<file path="src/rtl/yrf_pkg.sv">
// ----------------------------------------------------------------------------
// yrf_pkg
// Shared types, constants and helpers for the YUYV to RGB24 flip converter.
// ----------------------------------------------------------------------------
`default_nettype none

package yrf_pkg;

    // field and register widths
    localparam int BYTE_W      = 8;
    localparam int CFG_W       = 13;
    localparam int COORD_W     = 12;
    localparam int MAX_DIM_DEF = 4096;

    // register reset values
    localparam int RESET_WIDTH  = 640;
    localparam int RESET_HEIGHT = 480;

    // configuration register indexes
    typedef enum logic {
        REG_FRAME_WIDTH  = 1'b0,
        REG_FRAME_HEIGHT = 1'b1
    } cfg_reg_t;

    // color matrix coefficients, scaled by 100
    localparam int COEF_RV = 140;
    localparam int COEF_GU = 34;
    localparam int COEF_GV = 71;
    localparam int COEF_BU = 177;

    // divide by 100 as multiply by 5243 and shift by 19 (exact for products below 43690)
    localparam int RECIP_100   = 5243;
    localparam int RECIP_SHIFT = 19;
    localparam int RECIP_W     = 20;

    // chroma offset and width of one scaled chroma term
    localparam int CHROMA_MID = 128;
    localparam int TERM_W     = 9;
    localparam int SUM_W      = 11;

    // scaled chroma terms shared by both pixels of a macropixel
    typedef struct packed {
        logic signed [TERM_W-1:0] red_v;
        logic signed [TERM_W-1:0] green_u;
        logic signed [TERM_W-1:0] green_v;
        logic signed [TERM_W-1:0] blue_u;
    } chroma_t;

    // one converted pixel
    typedef struct packed {
        logic [BYTE_W-1:0] red;
        logic [BYTE_W-1:0] green;
        logic [BYTE_W-1:0] blue;
    } pix_t;

    // clamp a signed sum into 0..255
    function automatic logic [BYTE_W-1:0] sat8(input logic signed [SUM_W-1:0] v);
        logic [BYTE_W-1:0] res;
        if (v < 0) begin
            res = '0;
        end else if (v > SUM_W'(255)) begin
            res = '1;
        end else begin
            res = v[BYTE_W-1:0];
        end
        return res;
    endfunction

endpackage

`default_nettype wire

</file>
<file path="src/rtl/yrf_chroma.sv">
// ----------------------------------------------------------------------------
// yrf_chroma
// Chroma scaling: four coefficient products of U-128 and V-128, each divided
// by 100 with truncation toward zero.
// ----------------------------------------------------------------------------
`default_nettype none

module yrf_chroma
    import yrf_pkg::*;
(
    input  wire logic [BYTE_W-1:0] chroma_blue,
    input  wire logic [BYTE_W-1:0] chroma_red,
    output chroma_t                terms
);

    // coefficient folded into the reciprocal, so one multiply per term
    localparam logic [RECIP_W-1:0] K_RV = RECIP_W'(COEF_RV * RECIP_100);
    localparam logic [RECIP_W-1:0] K_GU = RECIP_W'(COEF_GU * RECIP_100);
    localparam logic [RECIP_W-1:0] K_GV = RECIP_W'(COEF_GV * RECIP_100);
    localparam logic [RECIP_W-1:0] K_BU = RECIP_W'(COEF_BU * RECIP_100);
    localparam int PROD_W = BYTE_W + 1 + RECIP_W;

    // sign-magnitude scale, quotient truncated toward zero
    function automatic logic signed [TERM_W-1:0] scale(input logic signed [BYTE_W:0] off,
                                                       input logic [RECIP_W-1:0] k);
        logic [BYTE_W:0]       mag;
        logic [PROD_W-1:0]     prod;
        logic [TERM_W-1:0]     quo;
        mag  = off[BYTE_W] ? (~off + 1'b1) : off;
        prod = PROD_W'(mag) * PROD_W'(k);
        quo  = prod[RECIP_SHIFT +: TERM_W];
        return off[BYTE_W] ? $signed(~quo + 1'b1) : $signed(quo);
    endfunction

    logic signed [BYTE_W:0] d_off;
    logic signed [BYTE_W:0] e_off;

    // remove the chroma offset
    assign d_off = $signed({1'b0, chroma_blue}) - $signed((BYTE_W+1)'(CHROMA_MID));
    assign e_off = $signed({1'b0, chroma_red})  - $signed((BYTE_W+1)'(CHROMA_MID));

    // the four scaled terms
    always_comb begin
        terms.red_v   = scale(e_off, K_RV);
        terms.green_u = scale(d_off, K_GU);
        terms.green_v = scale(e_off, K_GV);
        terms.blue_u  = scale(d_off, K_BU);
    end

endmodule

`default_nettype wire

</file>
<file path="src/rtl/yrf_lane.sv">
// ----------------------------------------------------------------------------
// yrf_lane
// One pixel lane: adds the shared red and blue chroma terms to its luma,
// subtracts both green terms from it and saturates each channel.
// ----------------------------------------------------------------------------
`default_nettype none

module yrf_lane
    import yrf_pkg::*;
(
    input  wire logic [BYTE_W-1:0] luma,
    input  wire chroma_t           terms,
    output pix_t                   pix
);

    logic signed [SUM_W-1:0] y_s;
    logic signed [SUM_W-1:0] r_sum;
    logic signed [SUM_W-1:0] g_sum;
    logic signed [SUM_W-1:0] b_sum;

    // channel sums
    always_comb begin
        y_s   = $signed(SUM_W'({1'b0, luma}));
        r_sum = y_s + SUM_W'(terms.red_v);
        g_sum = y_s - SUM_W'(terms.green_u) - SUM_W'(terms.green_v);
        b_sum = y_s + SUM_W'(terms.blue_u);
    end

    // saturate
    always_comb begin
        pix.red   = sat8(r_sum);
        pix.green = sat8(g_sum);
        pix.blue  = sat8(b_sum);
    end

endmodule

`default_nettype wire

</file>
<file path="src/rtl/yrf_merge.sv">
// ----------------------------------------------------------------------------
// yrf_merge
// Merge stage: holds the pixel pair from the lanes, sends it out one pixel
// a cycle while the output is ready and tags each pixel with its column and flipped row.
// ----------------------------------------------------------------------------
`default_nettype none

module yrf_merge
    import yrf_pkg::*;
#(
    parameter int EW = CFG_W
) (
    input  wire logic                  aclk,
    input  wire logic                  aresetn,
    input  wire logic                  pair_valid,
    output logic                       pair_ready,
    input  wire pix_t                  pix_first,
    input  wire pix_t                  pix_second,
    input  wire logic [EW-1:0]         width_eff,
    input  wire logic [EW-1:0]         height_eff,
    output logic                       m_axis_tvalid,
    input  wire logic                  m_axis_tready,
    // blue [7:0], green [15:8], red [23:16], out_row [35:24], out_col [47:36]
    output logic [47:0]                m_axis_tdata,
    // pair_last [0]
    output logic                       m_axis_tuser,
    output logic                       m_axis_tlast
);

    logic          full_reg,  full_next;
    logic          phase_reg, phase_next;
    pix_t          pix0_reg,  pix1_reg;
    logic [EW-1:0] col_reg,   col_next;
    logic [EW-1:0] row_reg,   row_next;

    logic          out_fire;
    logic [EW-1:0] col_pre;
    logic [EW-1:0] row_step;
    logic [EW-1:0] row_pre;
    logic [EW-1:0] col_inc;
    logic [EW-1:0] row_inc;
    logic [EW-1:0] row_flip;
    pix_t          pix_cur;

    assign out_fire   = full_reg && m_axis_tready;
    assign pair_ready = !full_reg || (phase_reg && m_axis_tready);

    // pair buffer control
    always_comb begin
        full_next  = full_reg;
        phase_next = phase_reg;
        if (pair_ready) begin
            full_next  = pair_valid;
            phase_next = 1'b0;
        end else if (out_fire) begin
            phase_next = 1'b1;
        end
    end

    // wrap a counter left out of range by a register change
    always_comb begin
        col_pre  = col_reg;
        row_step = row_reg;
        if (col_reg >= width_eff) begin
            col_pre  = '0;
            row_step = row_reg + 1'b1;
        end
        row_pre = (row_step >= height_eff) ? '0 : row_step;
    end

    // advance past the pixel being sent
    always_comb begin
        col_inc  = col_pre + 1'b1;
        row_inc  = row_pre + 1'b1;
        col_next = col_reg;
        row_next = row_reg;
        if (out_fire) begin
            if (col_inc >= width_eff) begin
                col_next = '0;
                row_next = (row_inc >= height_eff) ? '0 : row_inc;
            end else begin
                col_next = col_inc;
                row_next = row_pre;
            end
        end
    end

    // result fields
    always_comb begin
        row_flip      = height_eff - 1'b1 - row_pre;
        pix_cur       = phase_reg ? pix1_reg : pix0_reg;
        m_axis_tvalid = full_reg;
        m_axis_tdata  = {col_pre[COORD_W-1:0], row_flip[COORD_W-1:0],
                         pix_cur.red, pix_cur.green, pix_cur.blue};
        m_axis_tuser  = phase_reg;
        m_axis_tlast  = (col_pre == width_eff - 1'b1) && (row_pre == height_eff - 1'b1);
    end

    // control registers
    always_ff @(posedge aclk) begin
        if (!aresetn) begin
            full_reg  <= 1'b0;
            phase_reg <= 1'b0;
            col_reg   <= '0;
            row_reg   <= '0;
        end else begin
            full_reg  <= full_next;
            phase_reg <= phase_next;
            col_reg   <= col_next;
            row_reg   <= row_next;
        end
    end

    // pixel pair
    always_ff @(posedge aclk) begin
        if (pair_ready) begin
            pix0_reg <= pix_first;
            pix1_reg <= pix_second;
        end
    end

endmodule

`default_nettype wire

</file>
<file path="src/rtl/yuyv_to_rgb24_flip_top.sv">
// ----------------------------------------------------------------------------
// yuyv_to_rgb24_flip_top
// YUYV 4:2:2 macropixel to two BGR24 pixels with column and flipped row.
// ----------------------------------------------------------------------------
// Path: a macropixel is registered in the input stage, then in the merge stage pair
// buffer; its second pixel goes out after the first pixel is taken.
// The single pixel-wide output port of the merge stage sends the two pixels in turn;
// the input stage can take a new macropixel while the merge stage sends the last pair.
// Reset: clears all valid flags and both counters, dimensions return to 640x480.
`default_nettype none

module yuyv_to_rgb24_flip_top
    import yrf_pkg::*;
#(
    parameter int MAX_DIM = MAX_DIM_DEF
) (
    input  wire logic              aclk,
    input  wire logic              aresetn,
    // configuration writes
    input  wire logic              cfg_wr_en,
    input  wire logic              cfg_index,
    input  wire logic [CFG_W-1:0]  cfg_wdata,
    // input macropixels
    input  wire logic              s_axis_tvalid,
    output logic                   s_axis_tready,
    // luma_first [7:0], chroma_blue [15:8], luma_second [23:16], chroma_red [31:24]
    input  wire logic [31:0]       s_axis_tdata,
    // result pixels
    output logic                   m_axis_tvalid,
    input  wire logic              m_axis_tready,
    // blue [7:0], green [15:8], red [23:16], out_row [35:24], out_col [47:36]
    output logic [47:0]            m_axis_tdata,
    // pair_last [0]
    output logic                   m_axis_tuser,
    output logic                   m_axis_tlast
);

    localparam int DIM_W = $clog2(MAX_DIM + 1);
    localparam int EW    = (DIM_W > CFG_W) ? DIM_W : CFG_W;

    logic [EW-1:0]     width_reg,  width_next;
    logic [EW-1:0]     height_reg, height_next;
    logic [EW-1:0]     wdata_ext;
    logic [EW-1:0]     wdata_eff;

    logic              s1_valid_reg, s1_valid_next;
    chroma_t           terms_reg;
    logic [BYTE_W-1:0] luma0_reg;
    logic [BYTE_W-1:0] luma1_reg;

    chroma_t           terms;
    pix_t              pix0;
    pix_t              pix1;
    logic              pair_ready;
    logic              s_fire;

    // clamp written dimension into 1..MAX_DIM
    always_comb begin
        wdata_ext = EW'(cfg_wdata);
        if (wdata_ext == '0) begin
            wdata_eff = EW'(1);
        end else if (wdata_ext > EW'(MAX_DIM)) begin
            wdata_eff = EW'(MAX_DIM);
        end else begin
            wdata_eff = wdata_ext;
        end
    end

    // dimension registers
    always_comb begin
        width_next  = width_reg;
        height_next = height_reg;
        if (cfg_wr_en) begin
            case (cfg_index)
                REG_FRAME_WIDTH:  width_next  = wdata_eff;
                REG_FRAME_HEIGHT: height_next = wdata_eff;
                default: ;
            endcase
        end
    end

    always_ff @(posedge aclk) begin
        if (!aresetn) begin
            width_reg  <= EW'(RESET_WIDTH);
            height_reg <= EW'(RESET_HEIGHT);
        end else begin
            width_reg  <= width_next;
            height_reg <= height_next;
        end
    end

    // chroma scaling of the incoming request
    yrf_chroma u_chroma (
        .chroma_blue (s_axis_tdata[15:8]),
        .chroma_red  (s_axis_tdata[31:24]),
        .terms       (terms)
    );

    // input stage handshake
    assign s_axis_tready = !s1_valid_reg || pair_ready;
    assign s_fire        = s_axis_tvalid && s_axis_tready;

    always_comb begin
        s1_valid_next = s1_valid_reg;
        if (s_fire) begin
            s1_valid_next = 1'b1;
        end else if (pair_ready) begin
            s1_valid_next = 1'b0;
        end
    end

    always_ff @(posedge aclk) begin
        if (!aresetn) begin
            s1_valid_reg <= 1'b0;
        end else begin
            s1_valid_reg <= s1_valid_next;
        end
    end

    always_ff @(posedge aclk) begin
        if (s_fire) begin
            terms_reg <= terms;
            luma0_reg <= s_axis_tdata[7:0];
            luma1_reg <= s_axis_tdata[23:16];
        end
    end

    // two pixel lanes
    yrf_lane u_lane0 (
        .luma  (luma0_reg),
        .terms (terms_reg),
        .pix   (pix0)
    );

    yrf_lane u_lane1 (
        .luma  (luma1_reg),
        .terms (terms_reg),
        .pix   (pix1)
    );

    // serialize the pair and attach coordinates
    yrf_merge #(
        .EW (EW)
    ) u_merge (
        .aclk          (aclk),
        .aresetn       (aresetn),
        .pair_valid    (s1_valid_reg),
        .pair_ready    (pair_ready),
        .pix_first     (pix0),
        .pix_second    (pix1),
        .width_eff     (width_reg),
        .height_eff    (height_reg),
        .m_axis_tvalid (m_axis_tvalid),
        .m_axis_tready (m_axis_tready),
        .m_axis_tdata  (m_axis_tdata),
        .m_axis_tuser  (m_axis_tuser),
        .m_axis_tlast  (m_axis_tlast)
    );

endmodule

`default_nettype wire

</file>
<file path="config.mk">
export PLATFORM = sky130hd
export DESIGN_NAME = yuyv_to_rgb24_flip_top
export DESIGN_NICKNAME = d
export VERILOG_FILES = /design/src/rtl/yrf_pkg.sv /design/src/rtl/yrf_chroma.sv /design/src/rtl/yrf_lane.sv /design/src/rtl/yrf_merge.sv /design/src/rtl/yuyv_to_rgb24_flip_top.sv
export SDC_FILE = /design/constraint.sdc
export NUM_CORES = 1
export LEC_CHECK = 0
export BUFFER_PORTS_ARGS = -buffer_cell sky130_fd_sc_hd__buf_2
export CAP_MARGIN = 30
export CELL_PAD_IN_SITES_DETAIL_PLACEMENT = 0
export CELL_PAD_IN_SITES_GLOBAL_PLACEMENT = 2
export CORE_MARGIN = 1
export CORE_UTILIZATION = 37
export CTS_CLUSTER_DIAMETER = 80
export DETAILED_ROUTE_END_ITERATION = 12
export HOLD_SLACK_MARGIN = 0.08
export PLACE_DENSITY = 0.8
export SETUP_SLACK_MARGIN = 0.4
export SLEW_MARGIN = 20
export SYNTH_ARGS = -nofsm -noshare
export SYNTH_HDL_FRONTEND = slang
export SYNTH_SLANG_ARGS = --single-unit
</file>
<file path="constraint.sdc">
create_clock -name aclk -period 6.2 [get_ports aclk]
set_input_delay 0.31 -clock aclk [delete_from_list [all_inputs] [get_ports aclk]]
set_output_delay 0.31 -clock aclk [all_outputs]
set_load 0.05 [all_outputs]
</file>
======== Word-level counts from Yosys, hierarchy flattened ========
Cells that the tools add are included.
cells by class
  add/subtract/negate cells ............... 22
  $mul .................................... 4
  magnitude comparators ................... 17
  equality and inequality tests ........... 2
  muxes and demuxes ....................... 23
  bitwise operators ....................... 8
  reductions and logical operators ........ 13
operators by type and width
  operator                                                                          number
  13-bit 2-to-1 mux                                                                 8
  8-bit 2-to-1 mux                                                                  7
  9-bit by 1-bit adder with 9-bit output, second input constant                     6
  13-bit >= comparator                                                              4
  9-bit 2-to-1 mux                                                                  5
  9-bit NOT                                                                         5
  9-bit by 9-bit adder with 10-bit output                                           4
  10-bit by 9-bit greater-than comparator with 1-bit output, second input constant  4
  10-bit by 1-bit < comparator with 1-bit output, second input constant             4
  13-bit by 1-bit adder with 13-bit output, second input constant                   3
  9-bit by 19-bit multiplier with 28-bit output, second input constant              1
  9-bit by 20-bit multiplier with 28-bit output, second input constant              1
  13-bit equality test                                                              2
  9-bit by 17-bit multiplier with 26-bit output, second input constant              1
  9-bit by 18-bit multiplier with 26-bit output, second input constant              1
  13-bit by 1-bit subtractor with 13-bit output, second input constant              2
  24-bit 2-to-1 mux                                                                 1
  11-bit by 9-bit greater-than comparator with 1-bit output, second input constant  2
  11-bit by 1-bit < comparator with 1-bit output, second input constant             2
  10-bit by 9-bit subtractor with 11-bit output                                     2
  9-bit by 9-bit subtractor with 10-bit output                                      2
  8-bit by 8-bit subtractor with 9-bit output, second input constant                2
  13-bit greater-than comparator, second input constant                             1
  13-bit zero test                                                                  1
  10 further kinds                                                                  18
storage, ports and cells
  bits in registers ....................... 155
  output and inout port bits .............. 52
  word-level logic and storage cells ...... 109

======== Logic depth before layout (Yosys ltp) ========
  depth after elaboration ................. 8
  mapped depth ............................ 37
  depth with buffers taken out ............ 33

======== By module ========
A second synthesis with hierarchy kept.
second synthesis, totals
  cell total of the unflattened synthesis .. 2,480
  area, all modules ....................... 22,133.7 um2
modules (own cells, without submodules)
  module                  instances  cells each  area each (um2)
  yrf_chroma              1          1,147       9,734.3
  yrf_merge               1          695         6,371.1
  yrf_lane                2          227         1,696.6
  yuyv_to_rgb24_flip_top  1          184         2,635.0

======== Worst setup path after synthesis ========
No wires, ideal clock.
  path type ............................... register -> register
  start point ............................. register width_reg[7]
  end point ............................... register u_merge.row_reg[3]
  setup time .............................. 128 ps
  arrival ................................. 6,247 ps
  path slack .............................. -175 ps
  stages on the path, launching flop included .. 36
  path buffers ............................ 4
  period minus slack after synthesis ...... 6,375 ps
  cells stage by stage .................... dfxtp_1 inv_1 ha_1 nand4_1 or3_1 o21a_1 o21a_4 buf_6 o21a_1 nor2_1 inv_1 ha_1 a21o_1 a21o_1 a211oi_1 o31a_1 or2_1 clkbuf_1 nand2b_1 inv_1 ha_1 and2_1 o221ai_1 nor4_2 nand2b_1 xnor2_1 ha_1 nand2_1 nor4_1 a211oi_1 o211a_1 clkbuf_1 and2_1 clkbuf_1 a222oi_1 nor2_1
on the way
  cells in the longest elaborated chain, start to end .. 8
  elaborated cells between the ends (all ways) .. 11
  those cells by class .................... 2 x add/sub; 4 x order compare; 5 x mux
RTL lines
  what                                      line                          source
  start, declared                           yuyv_to_rgb24_flip_top.sv:41  logic [EW-1:0] width_reg, width_next;
  start signal, assigned                    yuyv_to_rgb24_flip_top.sv:84  width_reg <= EW'(RESET_WIDTH);
  start signal, assigned                    yuyv_to_rgb24_flip_top.sv:87  width_reg <= width_next;
  13-bit >= comparator                      yrf_merge.sv:64               if (col_reg >= width_eff) begin
  13-bit 2-to-1 mux                         yrf_merge.sv:64
  13-bit >= comparator                      yrf_merge.sv:68               row_pre = (row_step >= height_eff) ? '0 : row_step;
  13-bit 2-to-1 mux                         yrf_merge.sv:68
  13-bit by 1-bit adder with 13-bit output  yrf_merge.sv:74               row_inc = row_pre + 1'b1;
  13-bit >= comparator                      yrf_merge.sv:80               row_next = (row_inc >= height_eff) ? '0 : row_inc;
  13-bit 2-to-1 mux                         yrf_merge.sv:80
  13-bit 2-to-1 mux (*)                     yrf_merge.sv:78               if (col_inc >= width_eff) begin
  end signal, assigned                      yrf_merge.sv:110              row_reg <= row_next;
  end, declared                             yrf_merge.sv:34               logic [EW-1:0] row_reg, row_next;
Every way passes the cells marked *; elsewhere a longest branch is shown, timed or not.
A chain may end at the register's enable or synchronous reset.

======== Final worst setup path ========
  start point ............................. register width_reg[6]
  end point ............................... register u_merge.row_reg[9]
Same word-level chain as after synthesis.

==> flow_summary_export.csv <==
group,metric,value,unit
routing,first_pass_iters,5,
sta,skew,0.00856,ns
sta,rsz0062_at_grt,"yes",
floorplanning,core.rowCount,86,
setup_path,crit_type,"reg2reg",
power_and_ir_drop,finalPower,11.1,mW
setup_path,critPathMaxFanout,5,
sta,period_minus_slack,6.14,ns
sta,finalCritPeriodShare,99.1,%
setup_path,critPathLaunchType,"register",
place,numPortBuffers,102,
synthesis,yosysSeqAreaShare,19.7,%
floorplanning,ioPinCount,103,
finish,drive_gt1_share,20.0,%
routing,drt-total-wl,58800,µm
place,dpl.hpwl,48600,µm
sta,max_clock_freq,0.163,GHz
global_routing,antenna_found_initial,0,
cts,cts_buffers,17,
global_routing,grt_max_degree,53,
cts,worstSkewPairLatency,0.44,ns
routing,drtIter0Drc,787,
setup_path,crit_arrival,6.49,ns
synthesis,synth_edf_count,100,
cts,clkTransAtPathRegs,0.06,ns
finish,areaGrowthSynthToFinish,20.9,%
setup_path,crit_family,"compound AO/OA/AOI/OAI gates",
min_path,hold_path_class,"in2reg",
outcome,outcome,"finished clean",
floorplanning,fp.dieArea,57300,µm²
global_routing,grt_overflow_total,0,
finish,mostFrequentLayoutCell,"inv_1",
cts,htree_levels,4,
finish,layout_common_cells,"inv_1, ha_1, buf_4",
synthesis,ys.flop_type,"edfxtp_1",
sta,tns,0,ns
global_routing,grt_pass1_vias,16800,
sta,slew_headroom,41.1,%
global_routing,grt_pass1_wl,92200,µm
synthesis,syn_avg_cell_area,9.26,µm²
finish,seqCellArea,4110,µm²
synthesis,yosysTopAreaCell,"ha_1",
cts,cts_buffer_depth,2,
power_and_ir_drop,ir_drop,0.360,mV
place,dp.cells,3189,
setup_path,max_stage_delay,0.40,ns
setup_path,critPathBufInv,7,
finish,multi_input_area,16100,µm²
power_and_ir_drop,powerDensity,441,nW/µm²
routing,vias_per_cell,5.08,
synthesis,yosysWarnings,0,
floorplanning,fp.dieH,239,µm
routing,final_antenna_net_count,0,
synthesis,async_reset_ff_share,0,%
routing,via_count,16700,
sta,hold_slack,0.143,ns
finish,nFillCells,5434,
routing,drc_errors,0,
synthesis,yosysTopAreaCellShare,21.6,%
synthesis,syn-cell-area,20800,µm²
cts,cts_sinks,155,
sta,tightest_slew,0.876,ns
cts,cts_tree,"yes",
cts,clockRootBuffer,"clkbuf_16",
finish,fin_nets,3093,
global_routing,track_usage,20.7,%
synthesis,syn_inst,2250,
finish,largest_reg_flops,36,
setup_path,critPathRequiredTime,6.55,ns
routing,drt-wirelength-per-cell,17.9,µm
sta,final_hold_viol_count,0,
finish,diodes,0,
floorplanning,initial_core_util,37.6,%
synthesis,synth.ff_latch_count,155,
floorplanning,die_x,239,µm
synthesis,synthTopCellsByArea,"ha_1, edfxtp_1, fa_1",
flow_run,maxCapViolCount,0,
place,gp_congestion,0.948,
sta,setup_viol,0,
power_and_ir_drop,leakagePower,11.9,nW
setup_path,cpMaxStageDelayCell,"or3_4",
setup_path,critical_path.endpoint_type,"register",
sta,finalMaxSlewViolations,0,
floorplanning,coreArea,55400,µm²
finish,layout.cells.non_filler,3292,
synthesis,synth_cell_types,103,
per-layer routing:
metal	GRT usage, %	routed length (µm)	part of all wire (%)
met1	29.0	28300	48
met2	34.5	27600	47
met3	2.40	1890	3.2
met4	3.77	969	1.6
met5	0	0	0
report_power, final:
part           total [mW]  switching (mW)  leakage [nW]  internal, mW
registers            1.84           0.149          1.45          1.69
logic                8.26            4.76          10.2          3.50
clock network        1.02           0.438         0.258         0.585
total                11.1            5.35          11.9          5.77
metrics by stage:
step / setup WS, ns / area, µm² / utilization, %
after floorplan: 0.327 / 21100 / -
after global placement: 0.0212 / 23200 / 41.8
after detailed placement: -0.0774 / 23200 / 41.9
after CTS: 0.213 / 24500 / 44.3
after global routing: -0.140 / 25200 / 45.5
final: 0.0568 / 25200 / 45.5
tightest hold or removal path, delay by kind of cell:
family / cells / cell delay (ns)
buffers and inverters: 1 / 0.11
AND/OR/NAND/NOR: 1 / 0.07
AO/OA/AOI/OAI: 1 / 0.04
cell families (layout without fill, tap and decap cells):
family	count (synthesis)	count (layout)	share of synthesized area, %
flops	155	155	19.7
mux	38	38	2.07
xor+xnor	170	170	7.35
simple gates	484	484	11.7
compound gates	465	467	15.4
other cells	2	17	0.0360
fa+ha+maj	509	509	36.0
buf+inv	427	704	7.79
layout make-up:
| type | instances | share of cell area, % |
|---|---|---|
| clock buffer | 18 | 1.70 |
| clock inverter | 12 | 0.502 |
| inverter | 388 | 5.79 |
| multi-input combinational | 1685 | 63.8 |
| sequential | 155 | 16.3 |
| tap | 748 | 3.72 |
| timing repair buffer | 286 | 8.21 |
cells in the mapped netlist, types with 16 or more instances:
cell	number
fa_1	150
nor3_1	32
o21a_1	59
nor2b_1	17
a21o_1	39
nand2_1	124
clkbuf_1	30
dfxtp_1	55
o21bai_1	21
nand4_1	16
ha_1	359
mux2_2	28
nand3_1	33
a31oi_1	17
inv_1	386
xor2_1	50
a21oi_1	118
and2_1	23
nand2b_1	22
xnor2_1	117
o21ai_0	60
a22oi_1	20
nor2_1	131
edfxtp_1	100
timing repair:
action / CTS / global route
endpoints found under the hold margin: 16 / 0
endpoints found under the setup margin: 21 / 42
pin swaps: 61 / 60
resized for setup: 91 / 95
hold buffers: 16 / 0
cloned: 2 / 0
setup buffers: 24 / 30
path summary, 6_finish.rpt:
kind / start / endpoint / slack [ns] / cells after the start
max: width_reg[6] / u_merge.row_reg[9] / 0.06 / 31
min reg2reg: width_reg[1] / width_reg[1] / 0.47 / 2
max reg2reg: width_reg[6] / u_merge.row_reg[9] / 0.06 / 31
min: s_axis_tvalid / s1_valid_reg / 0.14 / 3
(Power assumes the default switching activity.)
